## src/rtl/tqpb_pkg.sv

```systemverilog
// ----------------------------------------------------------------------------
// tqpb_pkg
// Shared types, constants and arithmetic helpers of the textured quad pixel
// blend block.
// ----------------------------------------------------------------------------
package tqpb_pkg;

  localparam int unsigned TEX_WIDTH_DEF  = 64;
  localparam int unsigned TEX_HEIGHT_DEF = 64;
  localparam int unsigned FIFO_DEPTH_DEF = 4;

  localparam int unsigned STORE_AW    = 12;
  localparam int unsigned STORE_DEPTH = 1 << STORE_AW;
  localparam int unsigned CFG_IW      = 4;
  localparam int unsigned CFG_DW      = 48;

  typedef enum logic [CFG_IW-1:0] {
    CFG_ORIGIN_X   = 4'd0,
    CFG_ORIGIN_Y   = 4'd1,
    CFG_U_STEP_X   = 4'd2,
    CFG_U_STEP_Y   = 4'd3,
    CFG_V_STEP_X   = 4'd4,
    CFG_V_STEP_Y   = 4'd5,
    CFG_TINT_RGB   = 4'd6,
    CFG_TINT_ALPHA = 4'd7
  } cfg_idx_e;

  typedef struct packed {
    logic signed [23:0] origin_x;
    logic signed [23:0] orig_y;
    logic signed [31:0] u_step_x;
    logic signed [31:0] u_step_y;
    logic signed [31:0] v_step_x;
    logic signed [31:0] v_step_y;
  } geom_cfg_t;

  typedef struct packed {
    logic [47:0] rgb;
    logic [15:0] alpha;
  } tint_cfg_t;

  // one classified item between the front and the back
  typedef struct packed {
    logic                         is_write;
    logic                         covered;
    logic [31:0]                  dest;
    logic [15:0]                  fu;
    logic [15:0]                  fv;
    logic [3:0][STORE_AW-1:0]     addr;
    logic [31:0]                  wdata;
  } tex_item_t;

  // blended linear values, index 0 alpha, 1 r, 2 g, 3 b
  typedef struct packed {
    logic             covered;
    logic [31:0]      dest;
    logic [3:0][16:0] b;
  } blend_t;

  typedef struct packed {
    logic        covered;
    logic [31:0] pixel;
  } srgb_res_t;

  // srgb byte to linear q0.16, squared approximation
  function automatic logic [255:0][15:0] build_lin_lut();
    logic [255:0][15:0] lut;
    logic [63:0]        p;
    int                 i;
    for (i = 0; i < 256; i++) begin
      p = 64'(i) * 64'(i) * 64'd65535 + 64'd32512;
      lut[i] = 16'(p / 64'd65025);
    end
    return lut;
  endfunction

  localparam logic [255:0][15:0] LIN_LUT = build_lin_lut();

  // floor(x / 65535) by reciprocal estimate and correction
  function automatic logic [17:0] div65535(input logic [33:0] x);
    logic [34:0] s;
    logic [18:0] est;
    logic [34:0] prod;
    logic [34:0] r;
    s    = 35'(x) + 35'(x >> 16);
    est  = s[34:16];
    prod = (35'(est) << 16) - 35'(est);
    r    = 35'(x) - prod;
    if (r >= 35'd131070) begin
      est = est + 19'd2;
    end else if (r >= 35'd65535) begin
      est = est + 19'd1;
    end
    return est[17:0];
  endfunction

endpackage

```

## src/rtl/tqpb_fifo.sv

```systemverilog
// ----------------------------------------------------------------------------
// tqpb_fifo
// Short queue of classified items between the front and the back.
// ----------------------------------------------------------------------------
module tqpb_fifo #(
  parameter int unsigned DEPTH = tqpb_pkg::FIFO_DEPTH_DEF
) (
  input  logic                clk_i,
  input  logic                rst_ni,
  input  logic                push_valid_i,
  input  tqpb_pkg::tex_item_t push_data_i,
  output logic                push_ready_o,
  output logic                pop_valid_o,
  output tqpb_pkg::tex_item_t pop_data_o,
  input  logic                pop_i
);

  localparam int unsigned PW = (DEPTH > 1) ? $clog2(DEPTH) : 1;
  localparam int unsigned CW = $clog2(DEPTH + 1);

  tqpb_pkg::tex_item_t slot_q [DEPTH];
  logic [PW-1:0] wr_q, rd_q;
  logic [CW-1:0] cnt_q;
  logic          do_push, do_pop;

  assign push_ready_o = (cnt_q != CW'(DEPTH));
  assign pop_valid_o  = (cnt_q != '0);
  assign do_push      = push_valid_i && push_ready_o;
  assign do_pop       = pop_i && pop_valid_o;
  assign pop_data_o   = slot_q[rd_q];

  always_ff @(posedge clk_i or negedge rst_ni) begin
    if (!rst_ni) begin
      wr_q  <= '0;
      rd_q  <= '0;
      cnt_q <= '0;
    end else begin
      if (do_push) begin
        wr_q <= (wr_q == PW'(DEPTH - 1)) ? '0 : wr_q + PW'(1);
      end
      if (do_pop) begin
        rd_q <= (rd_q == PW'(DEPTH - 1)) ? '0 : rd_q + PW'(1);
      end
      cnt_q <= cnt_q + CW'(do_push) - CW'(do_pop);
    end
  end

  always_ff @(posedge clk_i) begin
    if (do_push) begin
      slot_q[wr_q] <= push_data_i;
    end
  end

  a_cnt_bound: assert property (@(posedge clk_i) disable iff (!rst_ni)
    cnt_q <= CW'(DEPTH))
    else $error("queue count above depth");

  a_cnt_track: assert property (@(posedge clk_i) disable iff (!rst_ni)
    1'b1 |=> cnt_q == $past(cnt_q) + CW'($past(do_push)) - CW'($past(do_pop)))
    else $error("queue count lost track of pushes and pops");

  a_pop_nonempty: assert property (@(posedge clk_i) disable iff (!rst_ni)
    pop_i |-> pop_valid_o)
    else $error("pop from empty queue");

endmodule

```

## config.mk

```make
export PLATFORM = sky130hd
export DESIGN_NAME = tqpb_fifo
export DESIGN_NICKNAME = d
export VERILOG_FILES = /design/src/rtl/tqpb_pkg.sv /design/src/rtl/tqpb_fifo.sv
export SDC_FILE = /design/constraint.sdc
export NUM_CORES = 1
export LEC_CHECK = 0
export BUFFER_PORTS_ARGS = -buffer_cell sky130_fd_sc_hd__clkbuf_2
export CORE_MARGIN = 1
export CORE_UTILIZATION = 51
export DETAILED_ROUTE_END_ITERATION = 12
export GPL_ROUTABILITY_DRIVEN = 0
export PLACE_DENSITY = 0.82
export SLEW_MARGIN = 30
export SYNTH_ARGS = -nofsm -noshare
export SYNTH_HDL_FRONTEND = slang
export SYNTH_SLANG_ARGS = --single-unit
```

## constraint.sdc

```tcl
create_clock -name clk_i -period 2.75 [get_ports clk_i]
set_clock_uncertainty 0.15 [all_clocks]
set_input_delay 0.1375 -clock clk_i [delete_from_list [all_inputs] [get_ports clk_i]]
set_output_delay 0.1375 -clock clk_i [all_outputs]
set_load 0.02 [all_outputs]
```

; ---- Word level (Yosys, flattened, before mapping)
; Memory sizes are Yosys's and may differ from the RTL's.
; Index checks and enable logic that the tools add are counted.
[classes]
muxes = 4
reduce_logical = 3
n_addsub = 4
eq_ne = 3
[ops]
columns = operator, count
row1 = "2-bit by 1-bit adder with 2-bit output, second input constant", 2
row2 = "2-bit == test, second input constant", 2
row3 = 2-bit 2-to-1 mux, 2
row4 = 3-bit by 1-bit adder with 3-bit output, 1
row5 = "3-bit inequality test, second input constant", 1
row6 = 3-bit nonzero test, 1
row7 = 3-bit by 1-bit subtractor with 3-bit output, 1
row8 = 1-bit logical AND, 2
row9 = 1-bit 2-to-1 mux, 2
[totals]
register_bits = 7
ram_bits = 584
n_memories = 1
wordCells = 18
[memory_table]
columns = name, depth, word_bits, rd, rd_ports_with_merged_regs, wr, line
row1 = slot_q, 4, 146, 1, 0, 1, tqpb_fifo.sv:21  ; tqpb_pkg::tex_item_t slot_q [DEPTH];

; ---- Logic depth before layout (Yosys ltp)
[logic_depth]
ltp_word = 4
depth_mapped = 10
depth_no_buf = 10

; ---- Least setup slack after synthesis
; Ideal clock, no wire load.
[synth_timing]
path_kind = flip-flop to flip-flop
start = reg cnt_q[2]
end = mem slot_q[0][0] in the netlist's numbering, enable pin
stages_incl_launch_ff = 3
n_path_buf = 0
setup_slack_ps = -343
setup_time_ps = 441
period_less_slack_ps = 3093
t_arrival_ps = 2502
cell_sequence = dfrtp_1 -> or3b_4 -> and3_2
[synth_via]
elab_chain_cells = 4
[synth_rtl]
columns = item, line
row1 = from (decl), tqpb_fifo.sv:23  ; logic [CW-1:0] cnt_q;
row2 = from (signal assigned), tqpb_fifo.sv:44  ; cnt_q <= cnt_q + CW'(do_push) - CW'(do_pop);
row3 = 3-bit inequality test, tqpb_fifo.sv:26  ; assign push_ready_o = (cnt_q != CW'(DEPTH));
row4 = net push_ready_o, tqpb_fifo.sv:12  ; output logic push_ready_o,
row5 = 1-bit logical AND, tqpb_fifo.sv:28  ; assign do_push = push_valid_i && push_ready_o;
row6 = 1-bit 2-to-1 mux, tqpb_fifo.sv:49  ; if (do_push) begin
row7 = 1-bit 2-to-1 mux (implied by the code), tqpb_fifo.sv:50  ; slot_q[wr_q] <= push_data_i;
row8 = to (decl), tqpb_fifo.sv:21
; The timed path passes the listed nets, and every way through them passes these cells.

; ---- Worst setup path in the final report
[layout_timing]
start = reg cnt_q[1]
end = reg cnt_q[2]
[layout_via]
elab_cells_between_ends = 6
classes_between = add/sub: 2 / eq/ne: 1 / reduce/logical: 3
[layout_rtl]
columns = item, line
row1 = 3-bit nonzero test, tqpb_fifo.sv:27  ; assign pop_valid_o = (cnt_q != '0);
row2 = 1-bit logical AND, tqpb_fifo.sv:29  ; assign do_pop = pop_i && pop_valid_o;
row3 = net do_pop, tqpb_fifo.sv:24  ; logic do_push, do_pop;
row4 = 3-bit by 1-bit subtractor with 3-bit output, tqpb_fifo.sv:44
; The timed path passes the listed nets, and every way through them passes these cells.
; A chain may end at the register's enable or synchronous reset.

==> metrics.md <==
| Metric | Value |
|---|---|
| Adder-Cell Fraction of Synth Area | 0.004999 |
| R2r setup slk | 0.02 ns |
| Critical path required time | 3.07 ns |
| Max-slew violations | 0 |
| VDD IR max | 0.7753 mV |
| Dpl cells | 1616 |
| Via-to-Cell Ratio | 5.526 |
| Fillers | 2503 |
| Top cell by count, worst path | inv_1 |
| Mux cell area share after synthesis | 0.1552 |
| Clk Latency, worst-skew pair | 0.59 ns |
| H-tree lvl count | 2 |
| Sequential share of the synthesized area | 0.8228 |
| Ports | 298 |
| Global Route met3 Usage | 0.04947 |
| Gate Count Post-Synth | 801 |
| Vias | 10.33k |
| Syn nets | 959 |
| DRT Pass-1 Iters | 7 |
| Final wirelength | 43180 um |
| Die Y | 207.4 um |
| Initial drt markers | 796 |
| Synth Area in Compound Gates | 0 |
| Setup WS post-layout | 0.01557 ns |
| Synthesis Warnings | 0 |
| Initial antenna violation count | 2 |
| Most common cell after layout, fill and taps aside | edfxtp_1 |
| Synth area leaders | edfxtp_1 81%, mux4_2 15%, dfrtp_1 0.81%, buf_6 0.73%, ha_1 0.41% |
| Std-Cell Rows | 74 |
| Worst hold path startpoint | push_data_i[10] |
| Vias in the first global route | 11.15k |
| Library cells used by synthesis | 19 |
| Post-Route Utilization | 0.6579 |
| CTS Sinks | 591 |
| Setup-failing EPs final | 0 |
| Die width | 207.4 um |
| Worst flop-to-flop path endpoint | cnt_q[2] |
| Final std cells w/o fill | 1870 |
| Std-Cell Core Area | 0.04120 mm2 |
| Crit-path max FO | 4 |
| Clock transition at path regs | 0.06 ns |
| Max_slew headroom | 0.5602 |
| Max Root-Sink Buffers | 3 |
| Largest net degree at the start of global routing | 90 |
| First-pass GRT wire length | 65680 um |
| Post-Syn Area | 0.02153 mm2 |
| GRT Resource Usage Total | 0.2043 |
| # DRC | 0 |
| Status | completed |
| Most Crowded Layer GR | met2 |
| Pwr dens | 1087 mW/mm2 |
| Startpoint type of the worst setup path | flip-flop |
| Leak | 9.399 nW |
| Tcrit/Tclk final | 0.9943 |
| Die Area | 0.04303 mm2 |
| WL/cell | 23.09 um |
| Max Freq | 365.7 MHz |
| Crit. End Element | flip-flop |
| Area grow syn2layout | 25.92% |
| Root Driver | clkbuf_16 |
| Hold Path Depth | 2 |
| Share of post-route cells with drive strength above 1 | 0.4144 |
| Actual slew at the worst max-slew pin | 0.6597 ns |
| Slowest cell on the critical path | or3_2 |
| Most frequent cells in the layout | 584 x edfxtp_1, 297 x clkbuf_2, 150 x dlygate4sd3_1 |
| #FFs+latches synth | 591 |
| Met2 Track Usage GR | 0.3395 |
| Max cap viols | 0 |
| Placement Setup Slack | 0.2112 ns |
| PortBufs | 297 |
| Met1 Usage GRT | 0.2628 |
| Slowest Stage Delay on Critical Path | 0.51 ns |
| Mean Syn Cell Area | 26.87 um2 |
| Final ANT Viol Nets | 0 |
| GR Overflow Total | 0 |
| Min Tclk post-route | 2.734 ns |
| Clock buffer count from CTS | 56 |
| Largest family of logic cells by synthesized area | multiplexers |
| Xor and xnor area share after synthesis | 0.0008138 |
| Post-Synth Simple-Gate Area | 0.003197 |
| R2R depth | 10 |
| Critical-path cell list | or3_2, nand2_2, inv_1, ha_1, inv_1, ha_1, inv_1, fa_1, xnor2_2, xnor2_1 |
| Nets | 1450 |
| Post-DP HPWL | 23940 um |
| Share of the synthesized area in the top cell type | 0.8147 |
| Final Hold Viols | 0 |
| Synth area leader | edfxtp_1 |
| Hold Crit Class | in2reg |
| Worst flop-to-flop path startpoint | cnt_q[1] |
| Hold Crit Endpoint | slot_q[2][10] |
| WS Path Type | reg2reg |
| CTS tree | yes |
| Initial core utilization | 0.5224 |
| Worst EP arrival | 3.06 ns |
power by group:
part	switching [mW]	total, mW	internal (mW)
clock	3.13	7.45	4.32
combinational	5.70	9.61	3.91
sequential	0.496	12.4	11.9
through the flow:
step	total power [mW]	TNS [ns]	hold slack (ns)	instance area [um2]
after floorplan	18.92	-200.14	-0.3081	21530
after global placement	21.81	0	-0.1694	23800
after detailed placement	22.00	0	-0.1586	23800
after CTS	29.64	0	0.1130	27080
after global routing	30.63	-0.02424	0.1292	27100
final	29.45	0	0.1592	27100
cells in the mapped netlist (all sizes together):
| cell | instances |
|---|---|
| xnor2 | 2 |
| or3b | 1 |
| clkbuf | 2 |
| fa | 1 |
| buf | 31 |
| dfrtp | 7 |
| inv | 7 |
| mux2 | 4 |
| and2 | 1 |
| or3 | 1 |
| nand2 | 1 |
| and3 | 4 |
| nor2 | 2 |
| mux4 | 146 |
| ha | 7 |
| edfxtp | 584 |
final cells by class:
type	count	area, um2	area share
Antenna cell	1	2.502	0.00009232
Tap cell	532	665.6	0.02456
Inverter	7	26.28	0.0009694
Sequential cell	591	17720	0.6538
Clock buffer	73	1506	0.05558
Timing Repair Buffer	466	3351	0.1236
Multi-Input combinational cell	170	3560	0.1313
Clock inverter	30	272.8	0.01006
worst max-delay path by stage:
stage | startpoint | end
finish | cnt_q[1] | cnt_q[2]
global route | cnt_q[1] | cnt_q[2]
CTS | rd_q[0] | pop_data_o[41]
detailed placement | cnt_q[1] | cnt_q[2]
global placement | cnt_q[1] | cnt_q[2]
floorplan | cnt_q[2] | slot_q[0][0]
timing repair:
| item | 4_1_cts | 5_1_grt |
|---|---|---|
| resized for setup | 0 | 4 |
| buffers inserted | 0 | 0 |
| hold buffers | 150 | 0 |
| endpoints found under the hold margin | 604 | 0 |
| setup endpoints to repair | 0 | 6 |
critical path: cells and delay by family, from the launching register on:
kind          cells  cell delay [ns]
fa+ha+maj         3             0.85
simple gates      2             0.64
flops             1             0.46
xor+xnor          2             0.31
buf+inv           3             0.21
routing by layer:
| metal | vias to the layer above | wire (um) |
|---|---|---|
| li1 | 4466 | - |
| met1 | 5371 | 16870 |
| met2 | 412 | 22030 |
| met3 | 82 | 3099 |
| met4 | 2 | 1173 |
| met5 | - | 13 |
cell families after synthesis:
| family | after synthesis |
|---|---|
| fa+ha+maj | 8 |
| mux | 150 |
| buf+inv | 40 |
| simple gates | 10 |
| flops | 591 |
| xor+xnor | 2 |
registers in the layout (all words and copies together), names as in the netlist:
signal  cells
slot_q    584
wr_q        2
cnt_q       3
rd_q        2
Power figures use the tool's default switching activity.
